[src/hw/rtl/assert_macros.svh]
// Assertion macros for the RTL files.
// No dependencies; included by modules that carry concurrent checks.
`ifndef ASSERT_MACROS_SVH
`define ASSERT_MACROS_SVH

// Same-cycle implication, disabled during reset.
`define ASSERT_IMPL(name, clk, rst, ante, cons) \
  name: assert property (@(posedge clk) disable iff (rst) (ante) |-> (cons)) \
    else $error("implication check failed");

// Next-cycle implication, disabled during reset.
`define ASSERT_NEXT(name, clk, rst, ante, cons) \
  name: assert property (@(posedge clk) disable iff (rst) (ante) |=> (cons)) \
    else $error("next-cycle check failed");

`endif

[src/hw/rtl/bwb_pkg.sv]
// Shared types and constants for the black-white bakery arbiter.
// No dependencies; used by the other RTL modules and interfaces.
`timescale 1ns / 1ps

package bwb_pkg;

  localparam int TICKET_W = 5;
  localparam int ID_W     = 4;
  // requester field is 4 bits, so at most this many entries can ever be used
  localparam int MAX_IDS  = 1 << ID_W;

  localparam logic [TICKET_W-1:0] TICKET_MAX = 5'd31;

  localparam logic OP_REQUEST = 1'b0;
  localparam logic OP_RELEASE = 1'b1;

  localparam logic STATUS_OK      = 1'b0;
  localparam logic STATUS_IGNORED = 1'b1;

  typedef struct packed {
    logic                color;
    logic [TICKET_W-1:0] ticket;
  } entry_t;

  typedef struct packed {
    logic clr_max;
    logic clr_pick;
    logic max_en;
    logic pick_en;
  } scan_ctl_t;

  typedef struct packed {
    logic [TICKET_W-1:0] max_ticket;
    logic                own_busy;
    logic                found;
    logic [ID_W-1:0]     best_id;
    logic                best_color;
  } scan_res_t;

endpackage

[src/hw/rtl/bwb_if.sv]
// Valid/ready channel interfaces for arbiter requests and responses.
// Depends on bwb_pkg for field widths.
`timescale 1ns / 1ps

interface bwb_req_if;
  logic                     valid;
  logic                     ready;
  logic                     operation;
  logic [bwb_pkg::ID_W-1:0] requester;

  modport source (output valid, operation, requester, input ready);
  modport sink   (input valid, operation, requester, output ready);
endinterface

interface bwb_rsp_if;
  logic                         valid;
  logic                         ready;
  logic                         status;
  logic [bwb_pkg::TICKET_W-1:0] ticket;
  logic                         tkt_color;
  logic                         granted;
  logic [bwb_pkg::ID_W-1:0]     grant_id;
  logic                         lock_color_now;

  modport source (output valid, status, ticket, tkt_color, granted, grant_id,
                  lock_color_now, input ready);
  modport sink   (input valid, status, ticket, tkt_color, granted, grant_id,
                  lock_color_now, output ready);
endinterface

[src/hw/rtl/black_white_bakery_arbiter.sv]
// Black-white bakery ticket lock arbiter, one request in flight at a time.
// Each request sweeps the ticket memory once for the max ticket and, when the
// lock ends free, once more for the grant pick, one word a cycle; no new request
// is accepted until the response has been loaded into the output register.
// Synchronous reset clears all tickets, shared color and holder at once.
`timescale 1ns / 1ps
`include "assert_macros.svh"

module black_white_bakery_arbiter #(
  parameter int CLIENTS = 16
) (
  input  logic             clk,
  input  logic             rst,
  bwb_req_if.sink          req,
  bwb_rsp_if.source        rsp
);

  localparam int ENTRIES = (CLIENTS < bwb_pkg::MAX_IDS) ? CLIENTS : bwb_pkg::MAX_IDS;
  localparam int IDX_W   = $clog2(ENTRIES);
  localparam logic [IDX_W-1:0]        LAST      = IDX_W'(ENTRIES - 1);
  localparam logic [bwb_pkg::ID_W:0]  ENTRIES_W = (bwb_pkg::ID_W + 1)'(ENTRIES);

  typedef enum logic [5:0] {
    S_IDLE      = 6'b000001,
    S_SCAN_MAX  = 6'b000010,
    S_WRITE     = 6'b000100,
    S_SCAN_PICK = 6'b001000,
    S_GRANT     = 6'b010000,
    S_OUT       = 6'b100000
  } state_t;

  state_t state, state_next;

  logic                         op_q;
  logic [bwb_pkg::ID_W-1:0]     req_q;
  logic                         lock_color;
  logic                         holder_valid;
  logic [bwb_pkg::ID_W-1:0]     holder_id;

  logic [IDX_W-1:0]             cnt;
  logic                         rd_valid;
  logic [IDX_W-1:0]             rd_idx;
  logic                         issue, scan_end;

  logic                         res_status;
  logic [bwb_pkg::TICKET_W-1:0] res_ticket;
  logic                         res_color;
  logic                         res_granted;
  logic [bwb_pkg::ID_W-1:0]     res_gid;

  logic                         out_valid;
  logic                         out_status;
  logic [bwb_pkg::TICKET_W-1:0] out_ticket;
  logic                         out_color;
  logic                         out_granted;
  logic [bwb_pkg::ID_W-1:0]     out_gid;
  logic                         out_shared;

  bwb_pkg::entry_t              rd_data, wdata;
  bwb_pkg::scan_ctl_t           scan_ctl;
  bwb_pkg::scan_res_t           scan_res;

  logic accept, in_range, req_ok, rel_ok, mem_we, out_load;
  logic [bwb_pkg::TICKET_W-1:0] new_ticket;

  assign accept   = req.valid && req.ready;
  assign req.ready = state == S_IDLE;

  assign in_range   = {1'b0, req_q} < ENTRIES_W;
  assign new_ticket = (scan_res.max_ticket >= bwb_pkg::TICKET_MAX) ? bwb_pkg::TICKET_MAX
                                                                   : scan_res.max_ticket + 1'b1;
  assign req_ok = state == S_WRITE && op_q == bwb_pkg::OP_REQUEST && in_range &&
                  !scan_res.own_busy;
  assign rel_ok = state == S_WRITE && op_q == bwb_pkg::OP_RELEASE && in_range &&
                  holder_valid && holder_id == req_q;
  assign mem_we = req_ok || rel_ok;
  // a release writes a zero ticket, which frees the entry
  assign wdata  = req_ok ? bwb_pkg::entry_t'{color: lock_color, ticket: new_ticket} : '0;

  assign issue    = state == S_SCAN_MAX || state == S_SCAN_PICK;
  assign scan_end = issue && rd_valid && rd_idx == LAST;

  assign scan_ctl.clr_max  = accept;
  assign scan_ctl.clr_pick = state == S_WRITE;
  assign scan_ctl.max_en   = state == S_SCAN_MAX && rd_valid;
  assign scan_ctl.pick_en  = state == S_SCAN_PICK && rd_valid;

  assign out_load = state == S_OUT && (!out_valid || rsp.ready);

  bwb_mem #(
    .ENTRIES (ENTRIES),
    .IDX_W   (IDX_W)
  ) u_mem (
    .clk   (clk),
    .rst   (rst),
    .we    (mem_we),
    .waddr (req_q[IDX_W-1:0]),
    .wdata (wdata),
    .raddr (cnt),
    .rdata (rd_data)
  );

  bwb_scan u_scan (
    .clk       (clk),
    .rst       (rst),
    .ctl       (scan_ctl),
    .rd_data   (rd_data),
    .rd_idx    (bwb_pkg::ID_W'(rd_idx)),
    .color     (lock_color),
    .requester (req_q),
    .res       (scan_res)
  );

  always_comb begin
    state_next = state;
    case (state)
      S_IDLE: begin
        if (accept) state_next = S_SCAN_MAX;
      end
      S_SCAN_MAX: begin
        if (scan_end) state_next = S_WRITE;
      end
      S_WRITE: begin
        // grant check only when the lock is free after this update
        if (holder_valid && !rel_ok) state_next = S_OUT;
        else state_next = S_SCAN_PICK;
      end
      S_SCAN_PICK: begin
        if (scan_end) state_next = S_GRANT;
      end
      S_GRANT: state_next = S_OUT;
      S_OUT: begin
        if (out_load) state_next = S_IDLE;
      end
      default: state_next = S_IDLE;
    endcase
  end

  always_ff @(posedge clk) begin
    if (rst) begin
      state        <= S_IDLE;
      lock_color   <= 1'b0;
      holder_valid <= 1'b0;
      holder_id    <= '0;
      cnt          <= '0;
      rd_valid     <= 1'b0;
      rd_idx       <= '0;
      out_valid    <= 1'b0;
    end else begin
      state    <= state_next;
      rd_valid <= issue;
      rd_idx   <= cnt;
      if (!issue || scan_end) begin
        cnt <= '0;
      end else begin
        cnt <= (cnt == LAST) ? '0 : cnt + 1'b1;
      end
      if (rel_ok) begin
        holder_valid <= 1'b0;
        holder_id    <= '0;
      end
      if (state == S_GRANT && scan_res.found) begin
        holder_valid <= 1'b1;
        holder_id    <= scan_res.best_id;
        if (scan_res.best_color == lock_color) begin
          lock_color <= ~lock_color;
        end
      end
      if (out_load) begin
        out_valid <= 1'b1;
      end else if (rsp.ready) begin
        out_valid <= 1'b0;
      end
    end
  end

  // payload registers
  always_ff @(posedge clk) begin
    if (accept) begin
      op_q        <= req.operation;
      req_q       <= req.requester;
      res_status  <= bwb_pkg::STATUS_IGNORED;
      res_ticket  <= '0;
      res_color   <= 1'b0;
      res_granted <= 1'b0;
      res_gid     <= '0;
    end
    if (mem_we) begin
      res_status <= bwb_pkg::STATUS_OK;
    end
    if (req_ok) begin
      res_ticket <= new_ticket;
      res_color  <= lock_color;
    end
    if (state == S_GRANT && scan_res.found) begin
      res_granted <= 1'b1;
      res_gid     <= scan_res.best_id;
    end
    if (out_load) begin
      out_status  <= res_status;
      out_ticket  <= res_ticket;
      out_color   <= res_color;
      out_granted <= res_granted;
      out_gid     <= res_gid;
      out_shared  <= lock_color;
    end
  end

  assign rsp.valid          = out_valid;
  assign rsp.status         = out_status;
  assign rsp.ticket         = out_ticket;
  assign rsp.tkt_color      = out_color;
  assign rsp.granted        = out_granted;
  assign rsp.grant_id       = out_gid;
  assign rsp.lock_color_now = out_shared;

  `ASSERT_IMPL(a_holder_in_range, clk, rst, holder_valid, ({1'b0, holder_id} < ENTRIES_W))
  `ASSERT_NEXT(a_release_frees, clk, rst, rel_ok, !holder_valid)
  `ASSERT_NEXT(a_grant_takes, clk, rst, state == S_GRANT && scan_res.found, holder_valid)
  `ASSERT_IMPL(a_ticket_ok, clk, rst, rsp.valid && rsp.ticket != '0,
               rsp.status == bwb_pkg::STATUS_OK)

endmodule

[src/hw/rtl/bwb_mem.sv]
// Ticket store: one synchronous memory of {color, ticket} per client.
// Per-entry valid bits make unwritten entries read as zero. Uses bwb_pkg.
`timescale 1ns / 1ps

module bwb_mem #(
  parameter int ENTRIES = 16,
  parameter int IDX_W   = 4
) (
  input  logic                clk,
  input  logic                rst,
  input  logic                we,
  input  logic [IDX_W-1:0]    waddr,
  input  bwb_pkg::entry_t     wdata,
  input  logic [IDX_W-1:0]    raddr,
  output bwb_pkg::entry_t     rdata
);

  bwb_pkg::entry_t mem [ENTRIES];
  logic [ENTRIES-1:0] vbits;
  bwb_pkg::entry_t rd_entry;
  logic rd_vld;

  always_ff @(posedge clk) begin
    if (we) begin
      mem[waddr] <= wdata;
    end
    rd_entry <= mem[raddr];
  end

  always_ff @(posedge clk) begin
    if (rst) begin
      vbits  <= '0;
      rd_vld <= 1'b0;
    end else begin
      if (we) begin
        vbits[waddr] <= 1'b1;
      end
      rd_vld <= vbits[raddr];
    end
  end

  assign rdata = rd_vld ? rd_entry : '0;

endmodule

[src/hw/rtl/bwb_scan.sv]
// Scan accumulators: max ticket of a color, requester's own entry, and
// the grant pick (other color first, then lowest ticket, then lowest id).
// Uses bwb_pkg; fed one memory word per cycle by the sequencer.
`timescale 1ns / 1ps

module bwb_scan (
  input  logic                       clk,
  input  logic                       rst,
  input  bwb_pkg::scan_ctl_t         ctl,
  input  bwb_pkg::entry_t            rd_data,
  input  logic [bwb_pkg::ID_W-1:0]   rd_idx,
  input  logic                       color,
  input  logic [bwb_pkg::ID_W-1:0]   requester,
  output bwb_pkg::scan_res_t         res
);

  logic [bwb_pkg::TICKET_W-1:0] max_ticket;
  logic                         own_busy;
  logic                         found;
  logic                         best_pref;
  logic [bwb_pkg::ID_W-1:0]     best_id;
  logic [bwb_pkg::TICKET_W-1:0] best_ticket;
  logic                         best_color;
  logic live, pref, take;

  assign live = rd_data.ticket != '0;
  assign pref = rd_data.color != color;
  // strict less-than keeps the earlier (lower) id on ties
  assign take = live && (!found || (pref && !best_pref) ||
                         (pref == best_pref && rd_data.ticket < best_ticket));

  always_ff @(posedge clk) begin
    if (rst || ctl.clr_max) begin
      max_ticket <= '0;
      own_busy   <= 1'b0;
    end else if (ctl.max_en) begin
      if (live && rd_data.color == color && rd_data.ticket > max_ticket) begin
        max_ticket <= rd_data.ticket;
      end
      if (rd_idx == requester) begin
        own_busy <= live;
      end
    end
  end

  always_ff @(posedge clk) begin
    if (rst || ctl.clr_pick) begin
      found       <= 1'b0;
      best_pref   <= 1'b0;
      best_id     <= '0;
      best_ticket <= '0;
      best_color  <= 1'b0;
    end else if (ctl.pick_en && take) begin
      found       <= 1'b1;
      best_pref   <= pref;
      best_id     <= rd_idx;
      best_ticket <= rd_data.ticket;
      best_color  <= rd_data.color;
    end
  end

  assign res.max_ticket = max_ticket;
  assign res.own_busy   = own_busy;
  assign res.found      = found;
  assign res.best_id    = best_id;
  assign res.best_color = best_color;

endmodule

[src/flat_wrapper.sv]
// flat-port wrapper written by rule: the top's interface ports become plain ports
module black_white_bakery_arbiter_flat 
#(
  parameter int CLIENTS = 16
)
  (clk, rst, req_valid, req_operation, req_requester, req_ready, rsp_valid, rsp_status, rsp_ticket, rsp_tkt_color, rsp_granted, rsp_grant_id, rsp_lock_color_now, rsp_ready);
  bwb_req_if req_i ();
  bwb_rsp_if rsp_i ();
  input  logic clk;
  input  logic rst;
  input wire logic [$bits(req_i.valid)-1:0] req_valid;
  input wire logic [$bits(req_i.operation)-1:0] req_operation;
  input wire logic [$bits(req_i.requester)-1:0] req_requester;
  output wire logic [$bits(req_i.ready)-1:0] req_ready;
  output wire logic [$bits(rsp_i.valid)-1:0] rsp_valid;
  output wire logic [$bits(rsp_i.status)-1:0] rsp_status;
  output wire logic [$bits(rsp_i.ticket)-1:0] rsp_ticket;
  output wire logic [$bits(rsp_i.tkt_color)-1:0] rsp_tkt_color;
  output wire logic [$bits(rsp_i.granted)-1:0] rsp_granted;
  output wire logic [$bits(rsp_i.grant_id)-1:0] rsp_grant_id;
  output wire logic [$bits(rsp_i.lock_color_now)-1:0] rsp_lock_color_now;
  input wire logic [$bits(rsp_i.ready)-1:0] rsp_ready;
  assign req_i.valid = req_valid;
  assign req_i.operation = req_operation;
  assign req_i.requester = req_requester;
  assign req_ready = req_i.ready;
  assign rsp_valid = rsp_i.valid;
  assign rsp_status = rsp_i.status;
  assign rsp_ticket = rsp_i.ticket;
  assign rsp_tkt_color = rsp_i.tkt_color;
  assign rsp_granted = rsp_i.granted;
  assign rsp_grant_id = rsp_i.grant_id;
  assign rsp_lock_color_now = rsp_i.lock_color_now;
  assign rsp_i.ready = rsp_ready;
  black_white_bakery_arbiter #(.CLIENTS(CLIENTS)) u_core (.clk(clk), .rst(rst), .req(req_i), .rsp(rsp_i));
endmodule
[config.mk]
export PLATFORM = sky130hd
export DESIGN_NAME = black_white_bakery_arbiter_flat
export DESIGN_NICKNAME = d
export VERILOG_FILES = /design/src/hw/rtl/bwb_pkg.sv /design/src/hw/rtl/bwb_if.sv /design/src/hw/rtl/black_white_bakery_arbiter.sv /design/src/hw/rtl/bwb_mem.sv /design/src/hw/rtl/bwb_scan.sv /design/src/flat_wrapper.sv
export VERILOG_INCLUDE_DIRS = /design/src /design/src/hw/rtl
export SDC_FILE = /design/constraint.sdc
export NUM_CORES = 1
export LEC_CHECK = 0
export BUFFER_PORTS_ARGS = -buffer_cell sky130_fd_sc_hd__buf_2
export CORE_ASPECT_RATIO = 1.4
export CORE_MARGIN = 4
export CORE_UTILIZATION = 60
export CTS_BUF_LIST = sky130_fd_sc_hd__clkbuf_8
export DETAILED_ROUTE_END_ITERATION = 10
export GPL_ROUTABILITY_DRIVEN = 0
export PLACE_DENSITY = 0.77
export SLEW_MARGIN = 10
export SYNTH_ARGS = -nofsm -noshare
export SYNTH_HDL_FRONTEND = slang
export SYNTH_SLANG_ARGS = --single-unit
[constraint.sdc]
create_clock -name clk -period 5.5 [get_ports clk]
set_input_delay 0.275 -clock clk [delete_from_list [all_inputs] [get_ports clk]]
set_output_delay 0.275 -clock clk [all_outputs]
set_load 0.01 [all_outputs]
Word level (Yosys, flattened, before mapping)
Memory sizes are Yosys's and may differ from the RTL's. A register that Yosys moved wholly into a read port is not among the register bits.
Index checks and enable logic that the tools add are counted.
Storage, ports and cells
  bits in registers: 87
  latch bits: 0
  memory bits (writable): 96
  memory bits (read-only): 0
  input bits: 9
  logic and storage cells: 131
  memories kept: 1
Cells by class
  $add $sub $neg: 2
  multipliers: 0
  divide/modulo/power cells: 0
  order comparisons: 6
  equality and inequality tests: 18
  shift-type cells: 0
  muxes and demuxes: 27
  bitwise gates (word level): 3
  reduce and logical (&&, ||, !) cells: 44
Memories
  u_core.u_mem.mem: words 16, bits a word 6, read ports 1, clocked after Yosys merged registers in 1, write ports 1, RTL line bwb_mem.sv:18  | bwb_pkg::entry_t mem [ENTRIES];
Operators by type and width (number)
  6-bit 2-to-1 mux: 7
  6-bit case mux with 6 select lines: 1
  1-bit logical AND: 20
  4-bit 2-to-1 mux: 4
  16-bit bitwise OR: 1
  5-bit 2-to-1 mux: 3
  4-bit by 5-bit less-than comparator with 1-bit output (second input constant): 2
  1-bit 2-to-1 mux: 10
  4-bit equality test: 2
  4-bit equality test (second input constant): 2
  1-bit logical OR: 8
  2-bit nonzero test: 4
  6-bit by 1-bit equality test with 1-bit output (second input constant): 1
  6-bit by 2-bit equality test with 1-bit output (second input constant): 1
  6-bit by 3-bit equality test with 1-bit output (second input constant): 1
  6-bit by 4-bit equality test with 1-bit output (second input constant): 1
  6-bit by 5-bit equality test with 1-bit output (second input constant): 1
  6-bit equality test (second input constant): 1
  1-bit zero test: 6
  2-bit by 1-bit inequality test with 1-bit output (second input constant): 3
  2-bit AND reduction: 3
  5-bit by 1-bit adder with 5-bit output (second input constant): 1
  5-bit greater-or-equal comparator (second input constant): 1
  5-bit > comparator: 1
  12 further kinds: 15

Depth between registers and ports, before layout
Gate-level depths: netlist of run 1.
  depth in word-level cells: 8
  gate-level depth with buffers: 12

Modules after synthesis
A second synthesis of run 1 with hierarchy kept.
Second synthesis, totals
  cell total of the unflattened synthesis: 544
  area total of the unflattened synthesis: 7682.4 um^2
Modules (own cells, without submodules)
  bwb_mem: times used 1, cells an instance 244, area an instance 4500.6 um^2, seq. area each 3343.2 um^2
  black_white_bakery_arbiter: times used 1, cells an instance 173, area an instance 2094.5 um^2, seq. area each 1321.3 um^2
  bwb_scan: times used 1, cells an instance 127, area an instance 1087.3 um^2, seq. area each 360.3 um^2

Least setup slack after synthesis of run 1
No wires, ideal clock.
  kind: reg-to-reg
  start point: reg u_core.req_q[3] (netlist bit)
  end point: mem u_core.u_mem.mem[10][0] (netlist bit), enable pin
  setup time: 0.377 ns
  data arrival time: 2.130 ns
  slack: 2.993 ns
  cell stages (with the launch flop): 9
  buffers on the path: 2
  cell sequence: edfxtp_1 clkbuf_1 xor2_1 nor3_1 nand4_1 a21oi_1 nand2b_1 clkbuf_1 nor3_1
On the way
  word-level cells in the longest chain between the ends: 5
RTL lines
  start: declaration: RTL line black_white_bakery_arbiter.sv:35  | logic [bwb_pkg::ID_W-1:0] req_q;
  start signal: assignment: RTL line black_white_bakery_arbiter.sv:181  | req_q <= req.requester;
  4-bit equality test: RTL line black_white_bakery_arbiter.sv:75  | holder_valid && holder_id == req_q;
  1-bit logical AND: RTL line black_white_bakery_arbiter.sv:75
  1-bit logical OR: RTL line black_white_bakery_arbiter.sv:76  | assign mem_we = req_ok || rel_ok;
  1-bit 2-to-1 mux: RTL line bwb_mem.sv:24  | if (we) begin
  1-bit 2-to-1 mux (not written as such): RTL line bwb_mem.sv:25  | mem[waddr] <= wdata;
  end: declaration: RTL line bwb_mem.sv:18
Parallel ways exist; a longest one is shown, timed or not.

Worst setup path in the final report of run 1
  start point: reg u_core.req_q[0] (netlist bit)
  end point: mem u_core.u_mem.mem[4][3] (netlist bit), enable pin
Same word-level chain as after synthesis.

==> flow_metrics.env, run 1 <==
export IMPL_grt_remaining_overflow=0
export IMPL_worst_setup_path_start_kind="flip-flop"
export IMPL_worst_hold_path_type="in -> reg"
export IMPL_run_status="finished, final reports clean"
export IMPL_clock_latency_ps=450
export IMPL_die_x_um=104
export IMPL_ctsRootBufferMaster="clkbuf_8"
export IMPL_dpl_hpwl_mm=10.6
export IMPL_grt_util_all_layers_pct=21.5
export IMPL_cts_resized=0
export IMPL_dieHeight_um=142
export IMPL_setup_viol=0
export IMPL_max_stage_delay_ps=940
export IMPL_holdCritStartpoint="rsp_ready"
export IMPL_timing_reg2reg_setup_slack_ps=2070
export IMPL_synth_seq_cells=189
export IMPL_fin_tns_setup_ps=0
export IMPL_worstPathCellList="xor2_1 -> nor3_1 -> nand4_1 -> a21oi_1 -> nand2_1 -> nor4_1"
export IMPL_synth_top_area_share_pct=48.5
export IMPL_tritoncts_clock_tree="done"
export IMPL_timing_max_cap_violations=0
export IMPL_critPathTopFamily="simple AND/OR/NAND/NOR gates"
export IMPL_synthArstFlopShare_pct=0
export IMPL_core_area_sq_um=12400
export IMPL_fmax_mhz=292
export IMPL_reg2reg_depth=6
export IMPL_power_density_nw_per_um2=296
export IMPL_cts_inserted_buffers=17
export IMPL_post_synth_main_area_contributors="edfxtp_1 (49%), dfxtp_1 (17%), mux4_2 (8.2%)"
export IMPL_postSynthNetCount=568
export IMPL_setup_repair_after_global_routing_missed_its_margin="no"
export IMPL_worst_slack_ps=2070
export IMPL_setup_worst_path_class="reg -> reg"
export IMPL_max_slew_margin_pct=26.1
export IMPL_synth_sequential_area_ratio_pct=65.4
export IMPL_cts_buffer_depth=2
export IMPL_most_frequent_cell_after_synthesis="edfxtp_1"
export IMPL_finalMaxSlewViolations=0
export IMPL_remaining_drc_errors=0
export IMPL_avg_vias_per_cell=5.96
export IMPL_crit_reg2reg_launch="u_core.req_q[0]"
export IMPL_floorplan_rows=48
export IMPL_numClockSinks=189
export IMPL_yosysWarningCount=0
export IMPL_netlist_cell_type_count=49
export IMPL_worst_path_max_delay_cell="nor4_1"
export IMPL_crit_path_max_fanout=14
export IMPL_initial_antenna_violation_count=0
export IMPL_starting_utilization_of_the_core_area_pct=61.8
export IMPL_vias=4419
export IMPL_syn_cell_area_sq_um=7680
export IMPL_worstPathArrival_ps=3500
export IMPL_grt_first_pass_wirelength_mm=24.1
export IMPL_layout_drive_gt1_share_pct=17.4
export IMPL_antenna_cells=0
export IMPL_route_detailed_wl_per_inst_um=20.1
export IMPL_io_pin_count=24
export IMPL_critPathCaptureType="flip-flop"
export IMPL_p_leak_nw=3.05
export IMPL_detail_route_iter0_violations=261
export IMPL_postLayoutCoreUtil_pct=67.3
export IMPL_dr_pass1_iters=5
export IMPL_finalWorstPathRequiredPeriod_ps=3430
export IMPL_endpoint_of_the_worst_register_to_register_path="u_core.u_mem.mem[4][3]"
export IMPL_postRouteAntennaNets=0
export IMPL_layout_skew_ps=15.2
export IMPL_yosys_most_used_dff="edfxtp_1"
export IMPL_routed_wirelength_mm=14.9
export IMPL_synth_cells=550
export IMPL_timing_final_hold_violations=0
export IMPL_cts_clk_slew_worst_paths_ps=90
export IMPL_area_growth_synth_to_final_pct=9.04
export IMPL_worstPathBufferInverterCount=0
export IMPL_finalNetCount=596
export IMPL_vdd_drop_max_mv=0.182
export IMPL_final_min_period_over_clock_period_pct=62.4
export IMPL_synth_edf_count=124
export IMPL_floorplan_die_area_sq_um=14700
export IMPL_vias_in_the_first_global_route=4638
export IMPL_tightest_slew_ps=1110
export IMPL_place_port_buffers=23
export IMPL_worstHoldEndpoint="u_core.rsp.valid"
export IMPL_synthesis_area_per_instance_sq_um=14.0
export IMPL_synth_commonest_cells="edfxtp_1 (124), dfxtp_1 (65), nor2_1 (38)"
export IMPL_whs_path_depth=3
export IMPL_largest_net_degree_at_the_start_of_global_routing=42
export IMPL_pre_cts_slack_ps=2030
export IMPL_fin_total_pwr_mw=2.48
export IMPL_cts_max_level=4
export IMPL_post_synth_top_area_cell="edfxtp_1"
export IMPL_crit_required_ps=5570
## state kept, by name, summed over array words and instances (netlist names), 4 cells and up
signal                     count
u_core.u_mem.vbits            16
u_core.u_scan.best_ticket      5
u_core.req_q                   4
u_core.holder_id               4
u_core.u_mem.rd_entry          6
u_core.u_scan.max_ticket       5
u_core.rsp.grant_id            4
u_core.res_gid                 4
u_core.state                   6
u_core.u_mem.mem              96
u_core.cnt                     4
u_core.rd_idx                  4
u_core.rsp.ticket              5
u_core.u_scan.best_id          4
u_core.res_ticket              5
## routing by layer
layer	wire length, um	share of wire [%]	track usage, %	vias to the layer above
met5	0	0	0	-
met4	420	2.8	9.38	0
met3	540	3.6	3.87	32
met2	8240	55	40.1	103
met1	5730	38	24.2	2193
li1	-	-	-	2091
## worst max-delay path by stage
stage	slack (ps)	from	depth (start not counted)	end
after detailed placement	2030	u_core.req_q[0]	6	u_core.u_mem.mem[0][3]
after global routing	1700	u_core.req_q[0]	6	u_core.u_mem.mem[4][3]
after global placement	2290	u_core.req_q[0]	6	u_core.u_mem.mem[4][5]
final	2070	u_core.req_q[0]	6	u_core.u_mem.mem[4][3]
after floorplan	2990	u_core.req_q[3]	8	u_core.u_mem.mem[10][0]
after CTS	1930	u_core.req_q[0]	6	u_core.u_mem.mem[0][1]
## power by group
part | switching [mW] | internal (mW) | total [mW] | leakage (nW)
Sequential | 0.0193 | 1.51 | 1.53 | 1.91
Clock | 0.463 | 0.424 | 0.887 | 0.207
Combinational | 0.0403 | 0.0231 | 0.0634 | 0.939
## worst min-delay path, cell delays in order
cell and delay, ps:
buf_2 70, nand2b_1 150, a21oi_1 80
## cell families (layout without fill, tap and decap cells)
group	Yosys count	in the layout	synth area share [%]
xor+xnor	16	16	1.92
simple gates	152	152	10.6
buf+inv	60	101	3.10
compound gates	74	74	6.39
fa+ha+maj	9	9	1.47
mux	50	50	11.1
flops	189	189	65.4
## cell type report
cell class                 count  area [sq um]
multi-input combinational    301          2420
sequential                   189          5030
clock buffer                  19           262
clock inverter                13           128
inverter                      34           128
timing repair buffer          35           218
fill                         852          4060
tap                          150           188
## layout by cell type, fill, tap and decap left out, types with 3 or more instances in the layout
cell,Yosys,layout
edfxtp_1,124,124
dfxtp_1,65,64
nor2_1,38,38
inv_1,32,35
a21oi_1,31,31
mux4_2,28,28
buf_2,4,23
mux2i_1,22,22
nand2_1,19,19
clkbuf_8,0,19
nor2b_1,17,16
nor3_1,16,16
o22ai_1,16,16
and3_1,11,11
nand3_1,11,11
and2_1,10,10
nand2b_1,9,9
a211oi_1,9,9
xor2_1,9,9
ha_1,9,9
buf_4,0,7
xnor2_1,6,6
o21ai_0,5,5
dlygate4sd3_1,0,5
nor2_2,4,4
clkinv_4,0,3
## metrics by stage
stage / area [sq um] / std cells / hold slack [ps]
2_1_floorplan: 7680 / 550 / 359
3_3_place_gp: 7920 / 704 / 400
3_5_place_dp: 7920 / 704 / 405
4_1_cts: 8360 / 741 / 150
5_1_grt: 8370 / 741 / 178
6_report: 8370 / 741 / 168
## what timing repair did
item,CTS,global route
endpoints found under the hold margin,5,0
hold buffers,5,0
setup buffers,0,0
Note: power is estimated with default switching activity, not from simulation.
==> inputs of run 2 (changes only) <==
--- a/config.mk
+++ b/config.mk
@@ -9,11 +9,11 @@
 export BUFFER_PORTS_ARGS = -buffer_cell sky130_fd_sc_hd__buf_2
 export CORE_ASPECT_RATIO = 1.4
 export CORE_MARGIN = 4
-export CORE_UTILIZATION = 60
+export CORE_UTILIZATION = 58
 export CTS_BUF_LIST = sky130_fd_sc_hd__clkbuf_8
 export DETAILED_ROUTE_END_ITERATION = 10
 export GPL_ROUTABILITY_DRIVEN = 0
-export PLACE_DENSITY = 0.77
+export PLACE_DENSITY = 0.78
 export SLEW_MARGIN = 10
 export SYNTH_ARGS = -nofsm -noshare
 export SYNTH_HDL_FRONTEND = slang
==> constraint.sdc (replaced) <==
create_clock -name clk -period 2.8 [get_ports clk]
set_input_delay 0.14 -clock clk [delete_from_list [all_inputs] [get_ports clk]]
set_output_delay 0.14 -clock clk [all_outputs]
set_load 0.01 [all_outputs]
==> flow_metrics.env, run 2 (synthesis results as in run 1) <==
export IMPL_cts_inserted_buffers=17
export IMPL_worstPathArrival_ps=2830
export IMPL_clock_latency_ps=460
export IMPL_pre_cts_slack_ps=345
export IMPL_setup_repair_after_global_routing_missed_its_margin="no"
export IMPL_finalMaxSlewViolations=0
export IMPL_reg2reg_depth=7
export IMPL_critPathCaptureType="flip-flop"
export IMPL_dieHeight_um=144
export IMPL_p_leak_nw=3.14
export IMPL_initial_antenna_violation_count=0
export IMPL_vdd_drop_max_mv=0.485
export IMPL_worstPathCellList="and2_1 -> ha_1 -> a221o_1 -> a2111oi_4 -> buf_4 -> mux2i_1 -> nor2_1"
export IMPL_ctsRootBufferMaster="clkbuf_8"
export IMPL_layout_cells_most_common="edfxtp_1"
export IMPL_timing_reg2reg_setup_slack_ps=310
export IMPL_worst_slack_ps=305
export IMPL_grt_busiest_layer="met2"
export IMPL_vias=4410
export IMPL_post_place_cells=752
export IMPL_mostFrequentLayoutCells="edfxtp_1 (124), dfxtp_1 (64), nor2_1 (38), inv_1 (33), a21oi_1 (31)"
export IMPL_avg_vias_per_cell=5.58
export IMPL_crit_required_ps=3130
export IMPL_max_stage_delay_ps=520
export IMPL_io_pin_count=24
export IMPL_timing_max_cap_violations=0
export IMPL_globalRouteMet3Util_pct=4.11
export IMPL_die_x_um=105
export IMPL_fin_total_pwr_mw=4.72
export IMPL_whs_path_depth=3
export IMPL_top_register="u_core.u_mem.mem"
export IMPL_core_area_sq_um=12900
export IMPL_power_density_nw_per_um2=553
export IMPL_dr_pass1_iters=5
export IMPL_grtUsageMet2_pct=36.0
export IMPL_largest_register_ffs=96
export IMPL_layout_skew_ps=18.6
export IMPL_grt_util_all_layers_pct=20.1
export IMPL_area_growth_synth_to_final_pct=11.3
export IMPL_run_status="finished, final reports clean"
export IMPL_route_detailed_wl_per_inst_um=18.0
export IMPL_final_min_period_over_clock_period_pct=89.1
export IMPL_grt_remaining_overflow=0
export IMPL_final_cells=790
export IMPL_cts_buffer_depth=2
export IMPL_reg_top3="u_core.u_mem.mem (96), u_core.u_mem.vbits (16)"
export IMPL_globalRouteMet1Util_pct=23.9
export IMPL_tritoncts_clock_tree="done"
export IMPL_cts_max_level=4
export IMPL_setup_worst_path_class="reg -> reg"
export IMPL_vias_in_the_first_global_route=4536
export IMPL_floorplan_die_area_sq_um=15200
export IMPL_crit_path_max_fanout=13
export IMPL_cts_resized=0
export IMPL_worst_path_max_delay_cell="dfxtp_1"
export IMPL_detail_route_iter0_violations=247
export IMPL_place_port_buffers=23
export IMPL_antenna_cells=0
export IMPL_finalWorstPathRequiredPeriod_ps=2490
export IMPL_numClockSinks=189
export IMPL_regArea_sq_um=5030
export IMPL_timing_final_hold_violations=0
export IMPL_fillers=891
export IMPL_routed_wirelength_mm=14.2
export IMPL_tightest_slew_ps=769
export IMPL_max_slew_margin_pct=48.5
export IMPL_setup_viol=0
export IMPL_postLayoutCoreUtil_pct=66.1
export IMPL_floorplan_rows=49
export IMPL_finalNetCount=617
export IMPL_worst_setup_path_start_kind="flip-flop"
export IMPL_fmax_mhz=401
export IMPL_remaining_drc_errors=0
export IMPL_dpl_hpwl_mm=10.1
export IMPL_worst_hold_path_type="in -> reg"
export IMPL_cts_clk_slew_worst_paths_ps=90
export IMPL_largest_net_degree_at_the_start_of_global_routing=42
export IMPL_postRouteAntennaNets=0
export IMPL_grt_first_pass_wirelength_mm=23.2
export IMPL_fin_tns_setup_ps=0
export IMPL_layout_drive_gt1_share_pct=20.3
export IMPL_starting_utilization_of_the_core_area_pct=59.3
export IMPL_multi_input_combinational_cell_area_sq_um=2410
-- run 2: layout make-up --
type,instances,area share [%]
Clock inverter,15,1.38
Tap cell,178,2.61
Clock buffer,17,2.74
Timing Repair Buffer,56,4.71
Multi-Input combinational cell,301,28.3
Inverter,34,1.49
Sequential cell,189,58.8
-- run 2: path summary, 6_finish.rpt --
| kind | start | end |
|---|---|---|
| max | u_core.u_mem.rd_vld | u_core.u_scan.best_id[1] |
| min | req_valid | u_core.state[0] |
| max reg2reg | u_core.u_mem.rd_vld | u_core.u_scan.best_id[1] |
| min reg2reg | u_core.res_gid[2] | u_core.rsp.grant_id[2] |
-- run 2: worst max-delay path, delay by kind of cell, from the launching register on --
kind / cells / cell delay [ps]
AO/OA/AOI/OAI: 2 / 740
adder cells (fa/ha/maj): 1 / 260
buffers and inverters: 1 / 290
flip-flops: 1 / 520
multiplexers: 1 / 230
AND/OR/NAND/NOR: 2 / 340
-- run 2: metal layers --
layer  vias up  wire [um]
met1      2142       5590
met4         0        295
met2       107       7790
met5         -          0
li1       2136          -
met3        25        511
-- run 2: metrics by stage --
step | area [sq um] | hold slack [ps]
2_1_floorplan | 7680 | 224
3_3_place_gp | 8130 | 316
3_5_place_dp | 8130 | 320
6_report | 8550 | 78.1
4_1_cts | 8550 | 37.7
5_1_grt | 8550 | 44.5
-- run 2: power breakdown --
group / switching [mW] / internal (mW)
logic: 0.0976 / 0.0524
registers: 0.0191 / 2.97
clock network: 0.959 / 0.626
-- run 2: repair_timing --
item | in CTS | in global routing
endpoints found under the hold margin | 6 | 0
hold buffers | 6 | 0
setup endpoints to repair | 0 | 0
setup buffers | 0 | 0
==> inputs of run 3 (changes only) <==
--- a/config.mk
+++ b/config.mk
@@ -9,11 +9,12 @@
 export BUFFER_PORTS_ARGS = -buffer_cell sky130_fd_sc_hd__buf_2
 export CORE_ASPECT_RATIO = 1.4
 export CORE_MARGIN = 4
-export CORE_UTILIZATION = 58
+export CORE_UTILIZATION = 55
 export CTS_BUF_LIST = sky130_fd_sc_hd__clkbuf_8
 export DETAILED_ROUTE_END_ITERATION = 10
 export GPL_ROUTABILITY_DRIVEN = 0
-export PLACE_DENSITY = 0.78
+export PLACE_DENSITY = 0.75
+export REMOVE_ABC_BUFFERS = 1
 export SLEW_MARGIN = 10
 export SYNTH_ARGS = -nofsm -noshare
 export SYNTH_HDL_FRONTEND = slang
==> flow_metrics.env, run 3 (synthesis results as in run 1) <==
export IMPL_run_status="finished, final reports clean"
export IMPL_starting_utilization_of_the_core_area_pct=56.8
export IMPL_timing_reg2reg_setup_slack_ps=310
export IMPL_cts_buffer_depth=2
export IMPL_numClockSinks=189
export IMPL_tightest_slew_ps=768
export IMPL_layout_drive_gt1_share_pct=20.7
export IMPL_clock_latency_ps=450
export IMPL_core_area_sq_um=13500
export IMPL_vdd_drop_max_mv=0.325
export IMPL_grt_util_all_layers_pct=19.3
export IMPL_clock_power_share_pct=36.3
export IMPL_timing_final_hold_violations=0
export IMPL_dieHeight_um=148
export IMPL_setup_worst_path_class="reg -> reg"
export IMPL_reg_top3="u_core.u_mem.mem (96), u_core.u_mem.vbits (16)"
export IMPL_worst_slack_ps=307
export IMPL_route_detailed_wl_per_inst_um=18.5
export IMPL_holdCritStartpoint="req_valid"
export IMPL_crit_required_ps=2980
export IMPL_fmax_mhz=401
export IMPL_power_density_nw_per_um2=574
export IMPL_finalNetCount=618
export IMPL_cts_inserted_buffers=17
export IMPL_io_pin_count=24
export IMPL_endpoint_of_the_worst_register_to_register_path="u_core.u_mem.mem[6][1]"
export IMPL_share_seq_of_total_power_pct=60.6
export IMPL_remaining_drc_errors=0
export IMPL_avg_vias_per_cell=5.72
export IMPL_largest_register_ffs=96
export IMPL_layout_cells_most_common="edfxtp_1"
export IMPL_worstHoldEndpoint="u_core.state[0]"
export IMPL_final_min_period_over_clock_period_pct=89.0
export IMPL_vias_in_the_first_global_route=4648
export IMPL_crit_reg2reg_launch="u_core.req_q[1]"
export IMPL_cts_max_level=4
export IMPL_routed_wirelength_mm=14.7
export IMPL_worst_path_max_delay_cell="a21oi_1"
export IMPL_floorplan_rows=50
export IMPL_layout_skew_ps=9.41
export IMPL_ctsRootBufferMaster="clkbuf_8"
export IMPL_whs_path_depth=3
export IMPL_largest_net_degree_at_the_start_of_global_routing=42
export IMPL_post_dp_cell_area_sq_um=8140
export IMPL_timing_max_cap_violations=0
export IMPL_finalWorstPathRequiredPeriod_ps=2490
export IMPL_tritoncts_clock_tree="done"
export IMPL_floorplan_die_area_sq_um=15900
export IMPL_worst_hold_path_type="in -> reg"
export IMPL_antenna_cells=0
export IMPL_worst_path_most_repeated_cell="nor3_1"
export IMPL_place_port_buffers=23
export IMPL_initial_antenna_violation_count=0
export IMPL_power_combinational_fraction_pct=3.1
export IMPL_worst_setup_path_start_kind="flip-flop"
export IMPL_grt_first_pass_wirelength_mm=23.5
export IMPL_die_x_um=108
export IMPL_dr_pass1_iters=5
export IMPL_grt_remaining_overflow=0
export IMPL_fillers=1030
export IMPL_fin_tns_setup_ps=0
export IMPL_detail_route_iter0_violations=278
export IMPL_vias=4546
export IMPL_worstPathCellList="xor2_1 -> nor3_1 -> nand4_1 -> a21oi_1 -> nand2_1 -> nor3_1 -> buf_4"
export IMPL_pre_cts_slack_ps=312
export IMPL_top_register="u_core.u_mem.mem"
export IMPL_power_switching_mw=1.15
export IMPL_post_cts_buffers=0
export IMPL_critPathCaptureType="flip-flop"
export IMPL_finalMaxSlewViolations=0
export IMPL_dpl_hpwl_mm=10.5
export IMPL_setup_viol=0
export IMPL_cts_clk_slew_worst_paths_ps=100
export IMPL_crit_path_max_fanout=7
export IMPL_worstPathArrival_ps=2670
export IMPL_power_switching_share_pct=23.4
export IMPL_max_stage_delay_ps=470
export IMPL_mostFrequentLayoutCells="edfxtp_1 (124), dfxtp_1 (64), nor2_1 (38), inv_1 (32), a21oi_1 (31)"
export IMPL_area_growth_synth_to_final_pct=11.9
export IMPL_p_leak_nw=3.17
export IMPL_postRouteAntennaNets=0
export IMPL_power_report_internal_total_mw=3.78
export IMPL_reg2reg_depth=7
export IMPL_setup_repair_after_global_routing_missed_its_margin="no"
export IMPL_max_slew_margin_pct=48.6
export IMPL_area_of_all_placed_cells_without_fillers_sq_um=8590
export IMPL_cts_resized=0
-- run 3: how the worst max path moves through the flow --
| stage | start | endpoint | cells after the start |
|---|---|---|---|
| after floorplan | u_core.req_q[1] | u_core.u_mem.mem[0][0] | 6 |
| after global placement | u_core.req_q[1] | u_core.u_mem.mem[3][2] | 7 |
| after detailed placement | u_core.req_q[1] | u_core.u_mem.mem[0][3] | 7 |
| after CTS | u_core.req_q[1] | u_core.u_mem.mem[0][3] | 7 |
| after global routing | u_core.req_q[1] | u_core.u_mem.mem[4][3] | 7 |
| final | u_core.req_q[1] | u_core.u_mem.mem[6][1] | 7 |
-- run 3: metrics by stage --
step	utilization [%]	power, mW	hold slack (ps)	cells
finish	63.6	4.93	41.4	795
global route	63.6	5.09	54.0	795
CTS	63.6	4.96	19.8	795
detailed placement	60.3	3.20	319	758
global placement	60.3	3.20	318	758
floorplan	-	3.14	209	524
-- run 3: cell type report --
cell class	instances	area [sq um]	share of cell area [%]
clock inverter	15	166	1.94
multi-input combinational	301	2410	28.1
clock buffer	17	234	2.72
tap	182	228	2.65
inverter	34	128	1.49
timing repair buffer	57	395	4.60
sequential	189	5030	58.5
-- run 3: worst max-delay path, delay by kind of cell (launching register included) --
kind	cells	cell delay, ps
xor+xnor	1	160
buf+inv	1	190
compound gates	1	470
simple gates	4	990
flops	1	420
-- run 3: power groups by stage --
stage / sequential [mW] / clock, mW / combinational [mW]
6_report: 2.99 / 1.79 / 0.152
5_1_grt: 2.99 / 1.93 / 0.168
3_5_place_dp: 3.05 / 0 / 0.146
2_1_floorplan: 3.06 / 0 / 0.0777
4_1_cts: 2.99 / 1.82 / 0.153
3_3_place_gp: 3.05 / 0 / 0.145
-- run 3: repair_timing --
| action | in CTS | in global routing |
|---|---|---|
| setup endpoints to repair | 0 | 0 |
| hold endpoints to repair | 5 | 0 |
| hold buffers | 5 | 0 |
-- run 3: per-layer routing --
layer  global-route usage, %  share of wire [%]  vias up
li1                        -                  -     2143
met2                    36.1                 57      102
met1                    21.3                 38     2278
met3                    3.76                3.5       23
met5                       0                  0        -
met4                    7.58                1.8        0
